$ cat config.mk
export PLATFORM = sky130hd
export DESIGN_NAME = rle_palette_image_decoder_top
export DESIGN_NICKNAME = d
export VERILOG_FILES = /design/src/hdl/rlepal_pkg.sv /design/src/hdl/rlepal_step.sv /design/src/hdl/rle_palette_image_decoder_top.sv
export SDC_FILE = /design/constraint.sdc
export NUM_CORES = 1
export LEC_CHECK = 0
export BUFFER_PORTS_ARGS = -buffer_cell sky130_fd_sc_hd__buf_2
export CAP_MARGIN = 20
export CORE_UTILIZATION = 35
export DETAILED_ROUTE_END_ITERATION = 10
export PLACE_DENSITY = 0.59
export RECOVER_POWER = 50
export SLEW_MARGIN = 20
export SYNTH_ARGS = -nofsm -noshare
export SYNTH_HDL_FRONTEND = slang
export SYNTH_HIERARCHICAL = 1
export SYNTH_SLANG_ARGS = --single-unit
export TNS_END_PERCENT = 1
$ cat constraint.sdc
create_clock -name aclk -period 15 [get_ports aclk]
set_clock_uncertainty 0.1 [all_clocks]
set_input_delay 1.5 -clock aclk [delete_from_list [all_inputs] [get_ports aclk]]
set_output_delay 1.5 -clock aclk [all_outputs]
set_load 0.01 [all_outputs]
$ cat src/hdl/rlepal_pkg.sv
// shared types, codes and constants for the run-length palette image decoder
// used by rlepal_step and rle_palette_image_decoder_top; no dependencies
package rlepal_pkg;

    // field widths
    localparam int BYTE_W   = 8;
    localparam int PIX_W    = 17;
    localparam int COLOUR_W = 24;
    localparam int COUNT_W  = 8;

    // configuration register indexes
    localparam logic REG_HEADER_LENGTH = 1'b0;
    localparam logic REG_IMAGE_PIXELS  = 1'b1;

    // configuration reset values
    localparam logic [BYTE_W-1:0] HEADER_LENGTH_RESET = 8'd68;
    localparam logic [PIX_W-1:0]  IMAGE_PIXELS_RESET  = 17'h14000;

    // decode phase codes
    localparam logic [1:0] PH_HEADER  = 2'd0;
    localparam logic [1:0] PH_CONTROL = 2'd1;
    localparam logic [1:0] PH_RUN     = 2'd2;
    localparam logic [1:0] PH_LITERAL = 2'd3;

    // decoder state carried from item to item
    typedef struct packed {
        logic [1:0]        phase;
        logic [BYTE_W-1:0] header_left;
        logic [BYTE_W-1:0] literal_left;
        logic [BYTE_W-1:0] run_length;
        logic [PIX_W-1:0]  pixels_left;
    } dec_state_t;

    // one decoded result
    typedef struct packed {
        logic                valid;
        logic [COLOUR_W-1:0] colour;
        logic [COUNT_W-1:0]  count;
        logic                last;
    } dec_result_t;

    // fixed 8-bit palette expansion to 24-bit colour
    function automatic logic [COLOUR_W-1:0] expand_colour(input logic [BYTE_W-1:0] idx);
        logic [COLOUR_W-1:0] c;
        c = '0;
        if (idx[7]) c = c + 24'h880000;
        if (idx[6]) c = c + 24'h008800;
        if (idx[5]) c = c + 24'h004400;
        if (idx[4]) c = c + 24'h000088;
        if (idx[3]) c = c + 24'h440000;
        if (idx[2]) c = c + 24'h000044;
        unique case (idx[1:0])
            2'd0: c = c;
            2'd1: c = c + 24'h111111;
            2'd2: c = c + 24'h222222;
            2'd3: c = c + 24'h333333;
            default: c = c;
        endcase
        return c;
    endfunction

endpackage

$ cat src/hdl/rlepal_step.sv
// next-state and result logic for one compressed byte
// depends on rlepal_pkg
module rlepal_step
    import rlepal_pkg::*;
(
    input  dec_state_t        cur_state,
    input  logic [BYTE_W-1:0] data_byte,
    input  logic              image_start,
    input  logic [BYTE_W-1:0] header_length,
    input  logic [PIX_W-1:0]  image_pixels,
    output dec_state_t        next_state,
    output dec_result_t       result
);

    dec_state_t        st;
    logic              do_control;
    logic              do_emit;
    logic [COUNT_W-1:0] want_count;
    logic [COUNT_W-1:0] emit_count;
    logic [PIX_W-1:0]  pixels_after;
    logic [BYTE_W-1:0] lit_dec;

    // restart on the first byte of a new image
    always_comb begin
        st = cur_state;
        if (image_start) begin
            st.phase        = PH_HEADER;
            st.header_left  = header_length;
            st.literal_left = '0;
            st.run_length   = '0;
            st.pixels_left  = image_pixels;
        end
    end

    // phase handling
    always_comb begin
        next_state = st;
        do_control = 1'b0;
        do_emit    = 1'b0;
        want_count = COUNT_W'(1);
        lit_dec    = (st.literal_left != '0) ? st.literal_left - 8'd1 : '0;
        if (st.pixels_left != '0) begin
            unique case (st.phase)
                PH_HEADER: begin
                    if (st.header_left != '0) begin
                        next_state.header_left = st.header_left - 8'd1;
                        if (st.header_left == 8'd1) next_state.phase = PH_CONTROL;
                    end else begin
                        do_control = 1'b1;
                    end
                end
                PH_CONTROL: begin
                    do_control = 1'b1;
                end
                PH_RUN: begin
                    next_state.phase = PH_CONTROL;
                    do_emit    = 1'b1;
                    want_count = st.run_length;
                end
                PH_LITERAL: begin
                    next_state.literal_left = lit_dec;
                    if (lit_dec == '0) next_state.phase = PH_CONTROL;
                    do_emit = 1'b1;
                end
                default: begin
                    do_control = 1'b1;
                end
            endcase
            // control byte: run or literal header
            if (do_control) begin
                if (data_byte[7]) begin
                    next_state.run_length = {1'b0, data_byte[6:0]} + 8'd2;
                    next_state.phase      = PH_RUN;
                end else begin
                    next_state.literal_left = {1'b0, data_byte[6:0]} + 8'd1;
                    next_state.phase        = PH_LITERAL;
                end
            end
        end
        // count cut to the pixels still owed
        emit_count   = ({{(PIX_W-COUNT_W){1'b0}}, want_count} > st.pixels_left)
                       ? st.pixels_left[COUNT_W-1:0] : want_count;
        pixels_after = st.pixels_left - {{(PIX_W-COUNT_W){1'b0}}, emit_count};
        if (do_emit) next_state.pixels_left = pixels_after;
    end

    // result fields
    always_comb begin
        result.valid  = do_emit;
        result.colour = expand_colour(data_byte);
        result.count  = emit_count;
        result.last   = (pixels_after == '0);
    end

endmodule

$ cat src/hdl/rle_palette_image_decoder_top.sv
// Run-length palette image decoder. One compressed byte is taken per clock cycle
// while s_tready is high: the decoder state updates at the accept edge and a
// result, when the byte causes one, is captured in the output register at that same
// edge and is offered on m_tvalid from the next cycle. s_tready falls only while that
// output register holds a result that m_tready has not yet taken, so the sustained
// rate is one byte per cycle while m_tready keeps up. A run gives one item carrying
// its repeat count; literal bytes give one item each. Register writes take effect at
// the next byte flagged as image start (s_tuser) or at reset.
// depends on rlepal_pkg and rlepal_step
module rle_palette_image_decoder_top
    import rlepal_pkg::*;
(
    input  logic                aclk,
    input  logic                aresetn,
    // input stream
    input  logic                s_tvalid,
    output logic                s_tready,
    input  logic [7:0]          s_tdata,   // [7:0] data_byte
    input  logic                s_tuser,   // [0] image_start
    // result stream
    output logic                m_tvalid,
    input  logic                m_tready,
    output logic [31:0]         m_tdata,   // [23:0] pixel_colour, [31:24] repeat_count
    output logic                m_tlast,   // last_of_image
    // configuration writes
    input  logic                cfg_we,
    input  logic                cfg_addr,
    input  logic [PIX_W-1:0]    cfg_wdata
);

    logic [BYTE_W-1:0]   header_length_reg;
    logic [PIX_W-1:0]    image_pixels_reg;
    dec_state_t          state_reg;
    dec_state_t          state_next;
    dec_result_t         step_res;
    logic                out_valid_reg;
    logic                out_valid_next;
    logic [COLOUR_W-1:0] out_colour_reg;
    logic [COUNT_W-1:0]  out_count_reg;
    logic                out_last_reg;
    logic                in_accept;

    // configuration registers
    always_ff @(posedge aclk) begin
        if (!aresetn) begin
            header_length_reg <= HEADER_LENGTH_RESET;
            image_pixels_reg  <= IMAGE_PIXELS_RESET;
        end else if (cfg_we) begin
            unique case (cfg_addr)
                REG_HEADER_LENGTH: header_length_reg <= cfg_wdata[BYTE_W-1:0];
                REG_IMAGE_PIXELS:  image_pixels_reg  <= cfg_wdata;
                default: ;
            endcase
        end
    end

    // handshake
    assign s_tready  = !out_valid_reg || m_tready;
    assign in_accept = s_tvalid && s_tready;

    // per-byte decode logic
    rlepal_step u_step (
        .cur_state     (state_reg),
        .data_byte     (s_tdata),
        .image_start   (s_tuser),
        .header_length (header_length_reg),
        .image_pixels  (image_pixels_reg),
        .next_state    (state_next),
        .result        (step_res)
    );

    // decoder state
    always_ff @(posedge aclk) begin
        if (!aresetn) begin
            state_reg.phase        <= PH_HEADER;
            state_reg.header_left  <= HEADER_LENGTH_RESET;
            state_reg.literal_left <= '0;
            state_reg.run_length   <= '0;
            state_reg.pixels_left  <= IMAGE_PIXELS_RESET;
        end else if (in_accept) begin
            state_reg <= state_next;
        end
    end

    // output register
    always_comb begin
        out_valid_next = out_valid_reg && !m_tready;
        if (in_accept && step_res.valid) out_valid_next = 1'b1;
    end

    always_ff @(posedge aclk) begin
        if (!aresetn) begin
            out_valid_reg <= 1'b0;
        end else begin
            out_valid_reg <= out_valid_next;
        end
    end

    always_ff @(posedge aclk) begin
        if (in_accept && step_res.valid) begin
            out_colour_reg <= step_res.colour;
            out_count_reg  <= step_res.count;
            out_last_reg   <= step_res.last;
        end
    end

    assign m_tvalid = out_valid_reg;
    assign m_tdata  = {out_count_reg, out_colour_reg};
    assign m_tlast  = out_last_reg;

`ifndef NO_ASSERTIONS
    // a delivered item never carries a zero count
    a_count_nonzero: assert property (@(posedge aclk) disable iff (!aresetn)
        m_tvalid |-> (m_tdata[31:24] != 8'd0))
        else $error("result item with zero repeat count");

    // an item marked last leaves no pixels owed
    a_last_drains: assert property (@(posedge aclk) disable iff (!aresetn)
        (in_accept && step_res.valid && step_res.last) |=> (state_reg.pixels_left == '0))
        else $error("last item left pixels outstanding");

    // literal phase always has bytes pending
    a_literal_pending: assert property (@(posedge aclk) disable iff (!aresetn)
        (state_reg.phase == PH_LITERAL) |-> (state_reg.literal_left != '0))
        else $error("literal phase with no literal bytes left");

    // run phase holds a run of at least two
    a_run_length: assert property (@(posedge aclk) disable iff (!aresetn)
        (state_reg.phase == PH_RUN) |-> (state_reg.run_length >= 8'd2))
        else $error("run phase with a run shorter than two");
`endif

endmodule

==> results of run 1 <==
stage by stage:
step                      util, %  hold slack [ns]  area [um^2]  total power (W)  cells
after detailed placement     37.2            0.351         7290         0.000405   1098
after floorplan                 -            0.334         7060         0.000388    833
after global placement       37.2            0.345         7290         0.000405   1098
final                        38.3            0.357         7500         0.000628   1114
after CTS                    38.6            0.361         7570         0.000636   1114
after global routing         38.3            0.393         7500         0.000660   1114
layout by cell type, fill, tap and decap left out, drive strengths merged, types with 8 or more instances in the layout:
cell type	count
nand3b	9
dfxtp	69
inv	28
and2	8
nand2	179
ha	19
a21boi	26
xor2	12
mux2i	65
nor2	42
xnor2	21
mux2	10
o211ai	11
clkbuf	51
a21oi	32
edfxtp	33
o21ai	46
nor3	20
nand3	23
nand2b	11
buf	27
power breakdown:
| part | leakage (nW) | switching (W) | total [W] | internal, W |
|---|---|---|---|---|
| Combinational | 1.89 | 0.0000613 | 0.000102 | 0.0000410 |
| Sequential | 0.875 | 0.00000663 | 0.000298 | 0.000291 |
| Clock | 0.134 | 0.000113 | 0.000228 | 0.000115 |
| Total | 2.90 | 0.000181 | 0.000628 | 0.000447 |
worst max-delay path, delay by kind of cell:
| family | cells | cell delay, ns |
|---|---|---|
| AND/OR/NAND/NOR | 15 | 4.62 |
| AO/OA/AOI/OAI | 7 | 1.40 |
| buffers and inverters | 2 | 0.69 |
| adder cells (fa/ha/maj) | 2 | 0.63 |
| multiplexers | 2 | 0.53 |
| XOR/XNOR | 1 | 0.12 |
per-layer routing:
metal	global-route usage, %	routed length, um	part of all wire (%)
met5	0	0	0
met4	5.32	252	1.5
met3	3.28	759	4.4
met2	26.6	7570	44
met1	23.7	8520	50
final timing paths:
check / from / endpoint / slack (ns)
setup / recovery: s_tuser / state_reg[9] / 5.66
hold / removal: state_reg[34] / state_reg[34] / 0.36
hold reg to reg: state_reg[34] / state_reg[34] / 0.36
setup reg to reg: image_pixels_reg[12] / state_reg[9] / 7.19
Yosys cell counts (8+ instances only):
| master | count |
|---|---|
| nand2_1 | 179 |
| dfxtp_1 | 69 |
| mux2i_1 | 65 |
| o21ai_0 | 45 |
| nor2_1 | 38 |
| edfxtp_1 | 33 |
| a21oi_1 | 32 |
| buf_4 | 28 |
| a21boi_0 | 25 |
| clkbuf_1 | 25 |
| inv_1 | 25 |
| nand3_1 | 23 |
| xnor2_1 | 20 |
| ha_1 | 19 |
| nor3_1 | 19 |
| xor2_1 | 12 |
| o211ai_1 | 11 |
| nand2b_1 | 10 |
| nand3b_1 | 9 |
| mux2_2 | 8 |
cell type report:
class	instances	area, um^2
fillers	2059	12100
multi-input cells	635	4120
flip-flops and latches	102	2370
well taps	265	332
repair buffers	69	298
clock buffers	9	225
inverters	27	101
clock inverters	7	56.3
cells by family (layout without fill, tap and decap cells):
family	count (synthesis)	count (layout)	share of synthesized area (%)
simple gates	336	336	22.9
compound gates	170	170	16.6
flops	102	102	33.6
buf+inv	96	112	8.01
mux	75	75	10.9
xor+xnor	33	33	4.20
fa+ha+maj	21	21	3.79
==> key figures, run 1 <==
Setup path
  – Most used cell, CP: nand2_1
  – CP Max Fanout: 67
  – R2R cell count: 27
  – Kind of critical path: in -> reg
  – Required time of the critical path: 15.18 ns
  – CP peak stage delay: 0.77 ns
  – Crit-path slowest cell: nor3_2
  – Setup crit end kind: register
  – Worst setup SP type: input pin
  – Crit path DAT: 9.52 ns

STA
  – Slew Limit Fails: 109
  – Setup TNS: 0 ns
  – Final Hold Viols: 0
  – Final worst slack: 5.66 ns
  – Tcrit/Tclk final: 62.3%
  – Slew HR: -177%
  – Least-Margin Pin Slew: 4.16 ns
  – Fmax: 107 MHz
  – Final min period: 9.34 ns
  – RSZ-0062 raised after global routing: no
  – Final Setup Violations: 0

Logic synthesis
  – Area share of the largest cell type after synthesis: 19.6%
  – Post-synth EDFFs: 33
  – Mapped cell area: 7060 um^2
  – Top cells by area, synth: dfxtp_1, edfxtp_1, nand2_1
  – Syn Nets: 885
  – Synthesis-stage register bit count: 102
  – Post-synth ARST share: 0%
  – Post-synth top flop: dfxtp_1
  – Average size of a mapped cell: 8.47 um^2
  – Distinct cells, synth: 82
  – Synth warnings: 6
  – Post-synthesis cell count: 833
  – Synth area leader: dfxtp_1
  – Sequential area share after synthesis: 33.6%

Cells and area
  – N_diodes: 0
  – Layout cells sized above 1: 9.66%
  – Fin nets: 896
  – Max FFs per register: 43
  – Area growth, synth to finish: 6.33%

Power and ir drop
  – VDD IR max: 0.0536 mV
  – Power Density: 83.7 nW/um^2
  – Leak: 2.90 nW

Clocking
  – Reg clk slew, reported paths: 0.07 ns
  – Hold_buf cts: 0
  – CTS H-tree depth: 3
  – CTS tree: built
  – Post-CTS sizing: 0
  – Root buf cell: clkbuf_16
  – Later-pin clock latency in the skew report: 0.36 ns
  – CTS max path bufs: 2
  – Postcts setup bufs: 0
  – Number of CTS-inserted buffers: 9
  – CTS Sinks: 102

Detailed routing
  – Antenna viol nets, final: 0
  – Via count: 5839
  – Iteration count of the initial detailed-routing pass: 5
  – Vias per inst: 5.24
  – Routed WL per cell: 15.3 um
  – Residual DRC count: 0
  – Drt initial violations: 462
  – Drt total wl: 17100 um

Floorplan
  – Die width: 144 um
  – Row Count: 51
  – Placeable Area: 19600 um^2
  – Starting Density: 36.0%
  – Die ar.: 20700 um^2
  – IO Count: 67
  – Die Y: 144 um

Status
  – Status: finished with violations
  – Failing checks: capacitance limit, slew limit

Global route
  – Largest net degree at the start of global routing: 109
  – Total track usage: 17.1%
  – Antenna violations before repair: 0
  – First-pass GRT wire length: 27400 um
  – Vias in the first global route: 5151
  – GR Overflow Total: 0

Flow run
  – Max-cap check violation count: 1

Place
  – Post-DP HPWL: 12300 um
  – Port bufs: 66
  – Dpl ws: 5.49 ns
  – GPL Wtd Cong: 0.920

Min path
  – Hold WC Path Type: reg -> reg
  – Worst Hold Depth: 2
Power figures use the tool's default switching activity.
==> run 2: changes to the inputs <==
--- a/config.mk
+++ b/config.mk
@@ -5,11 +5,12 @@
 export SDC_FILE = /design/constraint.sdc
 export NUM_CORES = 1
 export LEC_CHECK = 0
+export ABC_AREA = 1
 export BUFFER_PORTS_ARGS = -buffer_cell sky130_fd_sc_hd__buf_2
 export CAP_MARGIN = 20
 export CORE_UTILIZATION = 35
 export DETAILED_ROUTE_END_ITERATION = 10
-export PLACE_DENSITY = 0.59
+export PLACE_DENSITY = 0.61
 export RECOVER_POWER = 50
 export SLEW_MARGIN = 20
 export SYNTH_ARGS = -nofsm -noshare
==> constraint.sdc (replaced) <==
create_clock -name aclk -period 7.62 [get_ports aclk]
set_clock_uncertainty 0.1 [all_clocks]
set_input_delay 0.762 -clock aclk [delete_from_list [all_inputs] [get_ports aclk]]
set_output_delay 0.762 -clock aclk [all_outputs]
set_load 0.01 [all_outputs]
==> key figures, run 2 <==
Detailed routing
  – Routed WL per cell: 12.8 um (was 15.3 um)
  – Iteration count of the initial detailed-routing pass: 5 (unchanged)
  – Via count: 6026 (was 5839)
  – Antenna viol nets, final: 0 (unchanged)
  – Vias per inst: 4.86 (was 5.24)
  – Residual DRC count: 0 (unchanged)
  – Drt initial violations: 418 (was 462)
  – Drt total wl: 15800 um (was 17100 um)

Cells and area
  – N_diodes: 0 (unchanged)
  – Area growth, synth to finish: 6.81% (was 6.33%)
  – Max FFs per register: 43 (unchanged)
  – Layout cells sized above 1: 8.96% (was 9.66%)
  – Commonest non-fill, non-tap cell in the layout: nand2_1 (unchanged)
  – FILL cells: 2004 (was 2059)
  – Most frequent cells in the layout: nand2_1, nor2_1, inv_1 (was nand2_1, dfxtp_1, mux2i_1)
  – Reg area: 2370 um^2 (unchanged)
  – Fin nets: 1052 (was 896)
  – Area of the multi-input gates: 3440 um^2 (was 4120 um^2)

STA
  – Final min period: 6.48 ns
  – Least-Margin Pin Slew: 3.62 ns (was 4.16 ns)
  – Tcrit/Tclk final: 85.0%
  – Fmax: 154 MHz
  – Final Setup Violations: 0 (unchanged)
  – Slew Limit Fails: 155 (was 109)
  – RSZ-0062 raised after global routing: no (unchanged)
  – Setup TNS: 0 ns (unchanged)
  – Final Hold Viols: 0 (unchanged)
  – Final worst slack: 1.14 ns (was 5.66 ns)
  – Slew HR: -141% (was -177%)

Power and ir drop
  – Power Density: 191 nW/um^2 (was 83.7 nW/um^2)
  – Switching share of power: 32.6% (was 28.8%)
  – Gate power share: 21.5% (was 16.3%)
  – VDD IR max: 0.122 mV (was 0.0536 mV)
  – Flop pwr share: 44.1% (was 47.4%)
  – Power, Total: 0.00137 W (was 0.000628 W)
  – Switching power: 0.000448 W (was 0.000181 W)
  – Leak: 3.25 nW (was 2.90 nW)
  – Clock Power Share: 34.4% (was 36.3%)
  – Internal: 0.000924 W (was 0.000447 W)

Setup path
  – Most used cell, CP: nand2_1 (unchanged)
  – CP peak stage delay: 0.53 ns (was 0.77 ns)
  – Crit-path slowest cell: buf_2 (was nor3_2)
  – CP Max Fanout: 34 (was 67)
  – Worst setup SP type: input pin (unchanged)
  – Setup crit end kind: register (unchanged)
  – Kind of critical path: in -> reg (unchanged)
  – Required time of the critical path: 7.76 ns (was 15.18 ns)
  – Crit path DAT: 6.62 ns (was 9.52 ns)

Clocking
  – Later-pin clock latency in the skew report: 0.36 ns (about the same)
  – CTS Sinks: 102 (unchanged)
  – Number of CTS-inserted buffers: 9 (unchanged)
  – CTS H-tree depth: 3 (unchanged)
  – Post-CTS sizing: 0 (unchanged)
  – Postcts setup bufs: 0 (unchanged)
  – Reg clk slew, reported paths: 0.08 ns (was 0.07 ns)
  – CTS tree: built (unchanged)
  – CTS max path bufs: 2 (unchanged)
  – Hold_buf cts: 0 (unchanged)
  – Root buf cell: clkbuf_16 (unchanged)

Logic synthesis
  – Count leader, synth: nand2_1 (unchanged)
  – Post-synthesis cell count: 988 (was 833)
  – Synth area leader: dfxtp_1 (unchanged)
  – Syn Nets: 1040 (was 885)
  – Average size of a mapped cell: 6.80 um^2 (was 8.47 um^2)
  – Sequential area share after synthesis: 35.3% (was 33.6%)
  – Mapped cell area: 6720 um^2 (was 7060 um^2)
  – Commonest cells in the synthesized netlist: nand2_1, nor2_1, inv_1, nand3_1, o21ai_0 (was nand2_1, dfxtp_1, mux2i_1, o21ai_0, nor2_1)
  – Distinct cells, synth: 43 (was 82)
  – Post-synth ARST share: 0% (unchanged)
  – Synth warnings: 6 (unchanged)
  – Area share of the largest cell type after synthesis: 20.6% (was 19.6%)
  – Synthesis-stage register bit count: 102 (unchanged)
  – Top cells by area, synth: dfxtp_1, edfxtp_1, nand2_1 (unchanged)
  – Post-synth EDFFs: 33 (unchanged)
  – Post-synth top flop: dfxtp_1 (unchanged)

Global route
  – Vias in the first global route: 5279 (was 5151)
  – Antenna violations before repair: 0 (unchanged)
  – GR Overflow Total: 0 (unchanged)
  – Largest net degree at the start of global routing: 85 (was 109)
  – Total track usage: 16.3% (was 17.1%)
  – First-pass GRT wire length: 26100 um (was 27400 um)

Floorplan
  – IO Count: 67 (unchanged)
  – Row Count: 50 (was 51)
  – Starting Density: 35.8% (was 36.0%)
  – Placeable Area: 18800 um^2 (was 19600 um^2)
  – Die ar.: 19800 um^2 (was 20700 um^2)
  – Die width: 141 um (was 144 um)
  – Die Y: 141 um (was 144 um)

Place
  – Port bufs: 66 (unchanged)
  – Post-DP HPWL: 11100 um (was 12300 um)
  – Dpl ws: 0.887 ns (was 5.49 ns)
  – GPL Wtd Cong: 0.911 (was 0.920)

Min path
  – Hold WC Path Type: reg -> reg (unchanged)

Status
  – Status: finished with violations (unchanged)
  – Failing checks: capacitance limit, slew limit (unchanged)

Flow run
  – Max-cap check violation count: 2 (was 1)
[run 2: metrics by stage]
stage                     util (%)  std cells  instance area (um^2)  hold WS, ns
after floorplan                  -        988                  6720        0.324
after global placement        37.0       1223                  6940        0.335
after detailed placement      37.0       1223                  6940        0.350
after CTS                     38.6       1239                  7240        0.369
after global routing          38.3       1239                  7180        0.406
final                         38.3       1239                  7180        0.368
[run 2: cell families (layout without fill, tap and decap cells)]
family | count (synthesis) | after routing | synth area share, %
buffers and inverters | 195 | 212 | 13.6
XOR/XNOR | 11 | 11 | 1.43
multiplexers | 6 | 6 | 0.894
adder cells (fa/ha/maj) | 20 | 20 | 3.83
AO/OA/AOI/OAI | 160 | 160 | 13.0
AND/OR/NAND/NOR | 494 | 494 | 32.0
flip-flops | 102 | 102 | 35.3
[run 2: metal layers]
metal | track usage (%) | part of all wire, % | vias to the layer above
met3 | 2.45 | 4.9 | 19
li1 | - | - | 3180
met2 | 24.2 | 41 | 141
met1 | 24.1 | 53 | 2686
met4 | 5.15 | 1.3 | 0
met5 | 0 | 0 | -
[run 2: final timing paths]
check	startpoint	end	slack (ns)	depth (start not counted)
worst max-delay path	s_tuser	state_reg[13]	1.14	43
worst min-delay path	state_reg[39]	state_reg[39]	0.37	2
worst max register to register	image_pixels_reg[9]	state_reg[13]	2.12	41
worst min register to register	state_reg[39]	state_reg[39]	0.37	2
[run 2: power groups by stage]
stage | Sequential, W | Combinational (W) | Clock (W)
floorplan | 0.000614 | 0.000238 | 0
global placement | 0.000617 | 0.000289 | 0
detailed placement | 0.000617 | 0.000290 | 0
CTS | 0.000605 | 0.000292 | 0.000485
global route | 0.000608 | 0.000339 | 0.000499
finish | 0.000605 | 0.000295 | 0.000472
[run 2: critical path, delay by kind of cell]
kind / cells / cell delay, ns
adders and majority gates: 2 / 0.60
AOI/OAI and AO/OA: 6 / 0.93
and+or+nand+nor: 30 / 2.91
buffers and inverters: 5 / 1.37
[run 2: area by class of cell]
cell class | count | area share [%]
Clock buffer | 9 | 3.14
Tap cell | 234 | 4.08
Multi-Input combinational cell | 691 | 47.9
Timing Repair Buffer | 70 | 4.20
Inverter | 126 | 6.62
Clock inverter | 7 | 1.01
Sequential cell | 102 | 33.0
==> run 3: changes to the inputs <==
--- a/config.mk
+++ b/config.mk
@@ -5,12 +5,12 @@
 export SDC_FILE = /design/constraint.sdc
 export NUM_CORES = 1
 export LEC_CHECK = 0
-export ABC_AREA = 1
+export ABC_AREA = 0
 export BUFFER_PORTS_ARGS = -buffer_cell sky130_fd_sc_hd__buf_2
 export CAP_MARGIN = 20
 export CORE_UTILIZATION = 35
 export DETAILED_ROUTE_END_ITERATION = 10
-export PLACE_DENSITY = 0.61
+export PLACE_DENSITY = 0.59
 export RECOVER_POWER = 50
 export SLEW_MARGIN = 20
 export SYNTH_ARGS = -nofsm -noshare
==> constraint.sdc (replaced) <==
create_clock -name aclk -period 6.2 [get_ports aclk]
set_clock_uncertainty 0.1 [all_clocks]
set_input_delay 0.62 -clock aclk [delete_from_list [all_inputs] [get_ports aclk]]
set_output_delay 0.62 -clock aclk [all_outputs]
set_load 0.01 [all_outputs]
==> key figures, run 3 (same netlist as run 1, synthesis figures left out) <==
Global route
  – GR Overflow Total: 0 (unchanged)
  – Largest net degree at the start of global routing: 68 (was 85)
  – Antenna violations before repair: 0 (unchanged)
  – Vias in the first global route: 5504 (was 5279)
  – Total track usage: 17.7% (was 16.3%)
  – First-pass GRT wire length: 28600 um (was 26100 um)

Detailed routing
  – Antenna viol nets, final: 0 (unchanged)
  – Iteration count of the initial detailed-routing pass: 5 (unchanged)
  – Residual DRC count: 0 (unchanged)
  – Vias per inst: 5.16 (was 4.86)
  – Routed WL per cell: 15.3 um (was 12.8 um)
  – Drt total wl: 17900 um (was 15800 um)
  – Drt initial violations: 443 (was 418)
  – Via count: 6058 (was 6026)

STA
  – Final min period: 5.99 ns
  – Fmax: 167 MHz
  – Tcrit/Tclk final: 96.6%
  – Slew Limit Fails: 0 (was 155)
  – Setup TNS: 0 ns (unchanged)
  – Final worst slack: 0.211 ns (was 1.14 ns)
  – Slew HR: 33.7% (was -141%)
  – Final Setup Violations: 0 (unchanged)
  – Least-Margin Pin Slew: 0.992 ns (was 3.62 ns)
  – Final Hold Viols: 0 (unchanged)

Power and ir drop
  – Gate power share: 17.9% (was 21.5%)
  – Power Density: 200 nW/um^2 (was 191 nW/um^2)
  – Switching power: 0.000463 W (was 0.000448 W)
  – Flop pwr share: 44.4% (was 44.1%)
  – Internal: 0.00116 W (was 0.000924 W)
  – Clock Power Share: 37.7% (was 34.4%)
  – VDD IR max: 0.171 mV (was 0.122 mV)
  – Leak: 3.23 nW (was 3.25 nW)
  – Switching share of power: 28.5% (was 32.6%)
  – Power, Total: 0.00162 W (was 0.00137 W)

Cells and area
  – Area growth, synth to finish: 15.2% (was 6.81%)
  – Final instance area: 8130 um^2 (was 7180 um^2)
  – Commonest non-fill, non-tap cell in the layout: nand2_1 (unchanged)
  – N_diodes: 0 (unchanged)
  – Fin nets: 955 (was 1052)
  – Max FFs per register: 43 (unchanged)
  – FILL cells: 1981 (was 2004)
  – Most frequent cells in the layout: nand2_1, dfxtp_1, mux2i_1 (was nand2_1, nor2_1, inv_1)
  – Final core occ: 41.5% (was 38.3%)
  – Layout cells sized above 1: 17.5% (was 8.96%)

Place
  – Dpl ws: -0.133 ns (was 0.887 ns)
  – Post-DP HPWL: 13300 um (was 11100 um)
  – Post-placement cell area: 7760 um^2 (was 6940 um^2)
  – GPL Wtd Cong: 0.865 (was 0.911)
  – Port bufs: 66 (unchanged)

Status
  – Status: completed (was finished with violations)

Clocking
  – Root buf cell: clkbuf_16 (unchanged)
  – Hold_buf cts: 0 (unchanged)
  – Number of CTS-inserted buffers: 9 (unchanged)
  – CTS tree: built (unchanged)
  – Reg clk slew, reported paths: 0.08 ns (about the same)
  – CTS max path bufs: 2 (unchanged)
  – CTS Sinks: 102 (unchanged)
  – Later-pin clock latency in the skew report: 0.36 ns (about the same)
  – CTS H-tree depth: 3 (unchanged)

Setup path
  – Worst R2R Setup Slack: 0.21 ns (was 2.12 ns)
  – CP Max Fanout: 5 (was 34)
  – Kind of critical path: reg -> reg (was in -> reg)
  – Required time of the critical path: 6.39 ns (was 7.76 ns)
  – Worst setup path start: state_reg[7] (was s_tuser)
  – Worst setup SP type: register (was input pin)
  – Setup crit end kind: register (unchanged)
  – Critical Path Sink: state_reg[9] (was state_reg[13])
  – R2R cell count: 27 (was 41)
  – Worst R2R Start: state_reg[7] (was image_pixels_reg[9])
  – Reg2reg end: state_reg[9] (was state_reg[13])
  – Crit path DAT: 6.18 ns (was 6.62 ns)

Floorplan
  – Placeable Area: 19600 um^2 (was 18800 um^2)
  – Die width: 144 um (was 141 um)
  – Row Count: 51 (was 50)
  – Starting Density: 36.0% (was 35.8%)
  – IO Count: 67 (unchanged)
  – Die ar.: 20700 um^2 (was 19800 um^2)
  – Die Y: 144 um (was 141 um)

Min path
  – Hold WC Path Type: reg -> reg (unchanged)

Flow run
  – Max-cap check violation count: 0 (was 2)
-- run 3: cell types whose count changed in the layout (fill, tap and decap cells not counted), moves of 14 or more --
cell and change:
o21ai_0 -27, a21boi_0 +23, nand2_1 -31, buf_4 +59, nand2_2 -14, nor2_1 -99
a21oi_1 -26, mux2i_1 +58, xnor2_1 +14, nand3_1 -65, inv_1 -96
-- run 3: how the worst min path moves through the flow --
stage                  startpoint       endpoint  slack (ns)  cells past startpoint
floorplan           state_reg[33]  state_reg[33]        0.33                      2
CTS                 state_reg[33]  state_reg[33]        0.37                      2
finish              state_reg[33]  state_reg[33]        0.36                      2
global route        state_reg[33]  state_reg[33]        0.39                      2
detailed placement  state_reg[33]  state_reg[33]        0.35                      2
global placement    state_reg[34]  state_reg[34]        0.35                      2
-- run 3: metrics by stage --
stage          hold slack, ns  std cells
6_report                0.363       1173
5_1_grt                 0.389       1173
4_1_cts                 0.368       1171
3_5_place_dp            0.353       1155
3_3_place_gp            0.347       1155
2_1_floorplan           0.334        833
-- run 3: routing by layer --
| layer | up-vias | share of wire [%] | track usage [%] | routed length (um) |
|---|---|---|---|---|
| li1 | 3050 | - | - | - |
| met1 | 2833 | 49 | 24.0 | 8700 |
| met2 | 151 | 44 | 28.3 | 7940 |
| met3 | 24 | 4.7 | 2.48 | 845 |
| met4 | 0 | 2.3 | 7.00 | 419 |
| met5 | - | 0 | 0 | 0 |
-- run 3: power by group through the flow --
stage	Clock [W]	Sequential, W	Combinational, W
2_1_floorplan	0	0.000730	0.000211
3_3_place_gp	0	0.000736	0.000277
3_5_place_dp	0	0.000736	0.000278
4_1_cts	0.000634	0.000721	0.000280
5_1_grt	0.000656	0.000723	0.000318
6_report	0.000612	0.000721	0.000290
-- run 3: critical path, cell delays in order, from the launching register on --
cell,delay (ns)
dfxtp_2,0.33
or4_4,0.57
nor4_4,0.37
o211a_4,0.23
buf_4,0.12
a211oi_4,0.07
and2_1,0.23
ha_4,0.29
nand4_1,0.11
a311oi_2,0.22
o311ai_2,0.15
and3b_2,0.28
o21ai_4,0.08
nand2_1,0.09
a21boi_1,0.14
ha_1,0.28
nor2b_1,0.13
o21ai_1,0.18
nand2_2,0.07
and3_1,0.17
mux2_4,0.26
or3_4,0.33
a21boi_4,0.15
or4_4,0.49
nor2_2,0.15
xnor2_1,0.12
nand2_1,0.06
mux2i_1,0.14
-- run 3: final cells by class --
cell class | instances | area [um^2] | share of cell area (%)
clock inverter | 7 | 95.1 | 1.17
inverter | 27 | 101 | 1.25
clock buffer | 9 | 225 | 2.77
tap | 265 | 332 | 4.08
multi-input combinational | 635 | 4250 | 52.2
sequential | 102 | 2370 | 29.2
timing repair buffer | 128 | 761 | 9.35
-- run 3: what timing repair did --
item,in CTS,in global routing
setup endpoints to repair,0,9
buffers inserted,0,3
gates resized for setup,0,21
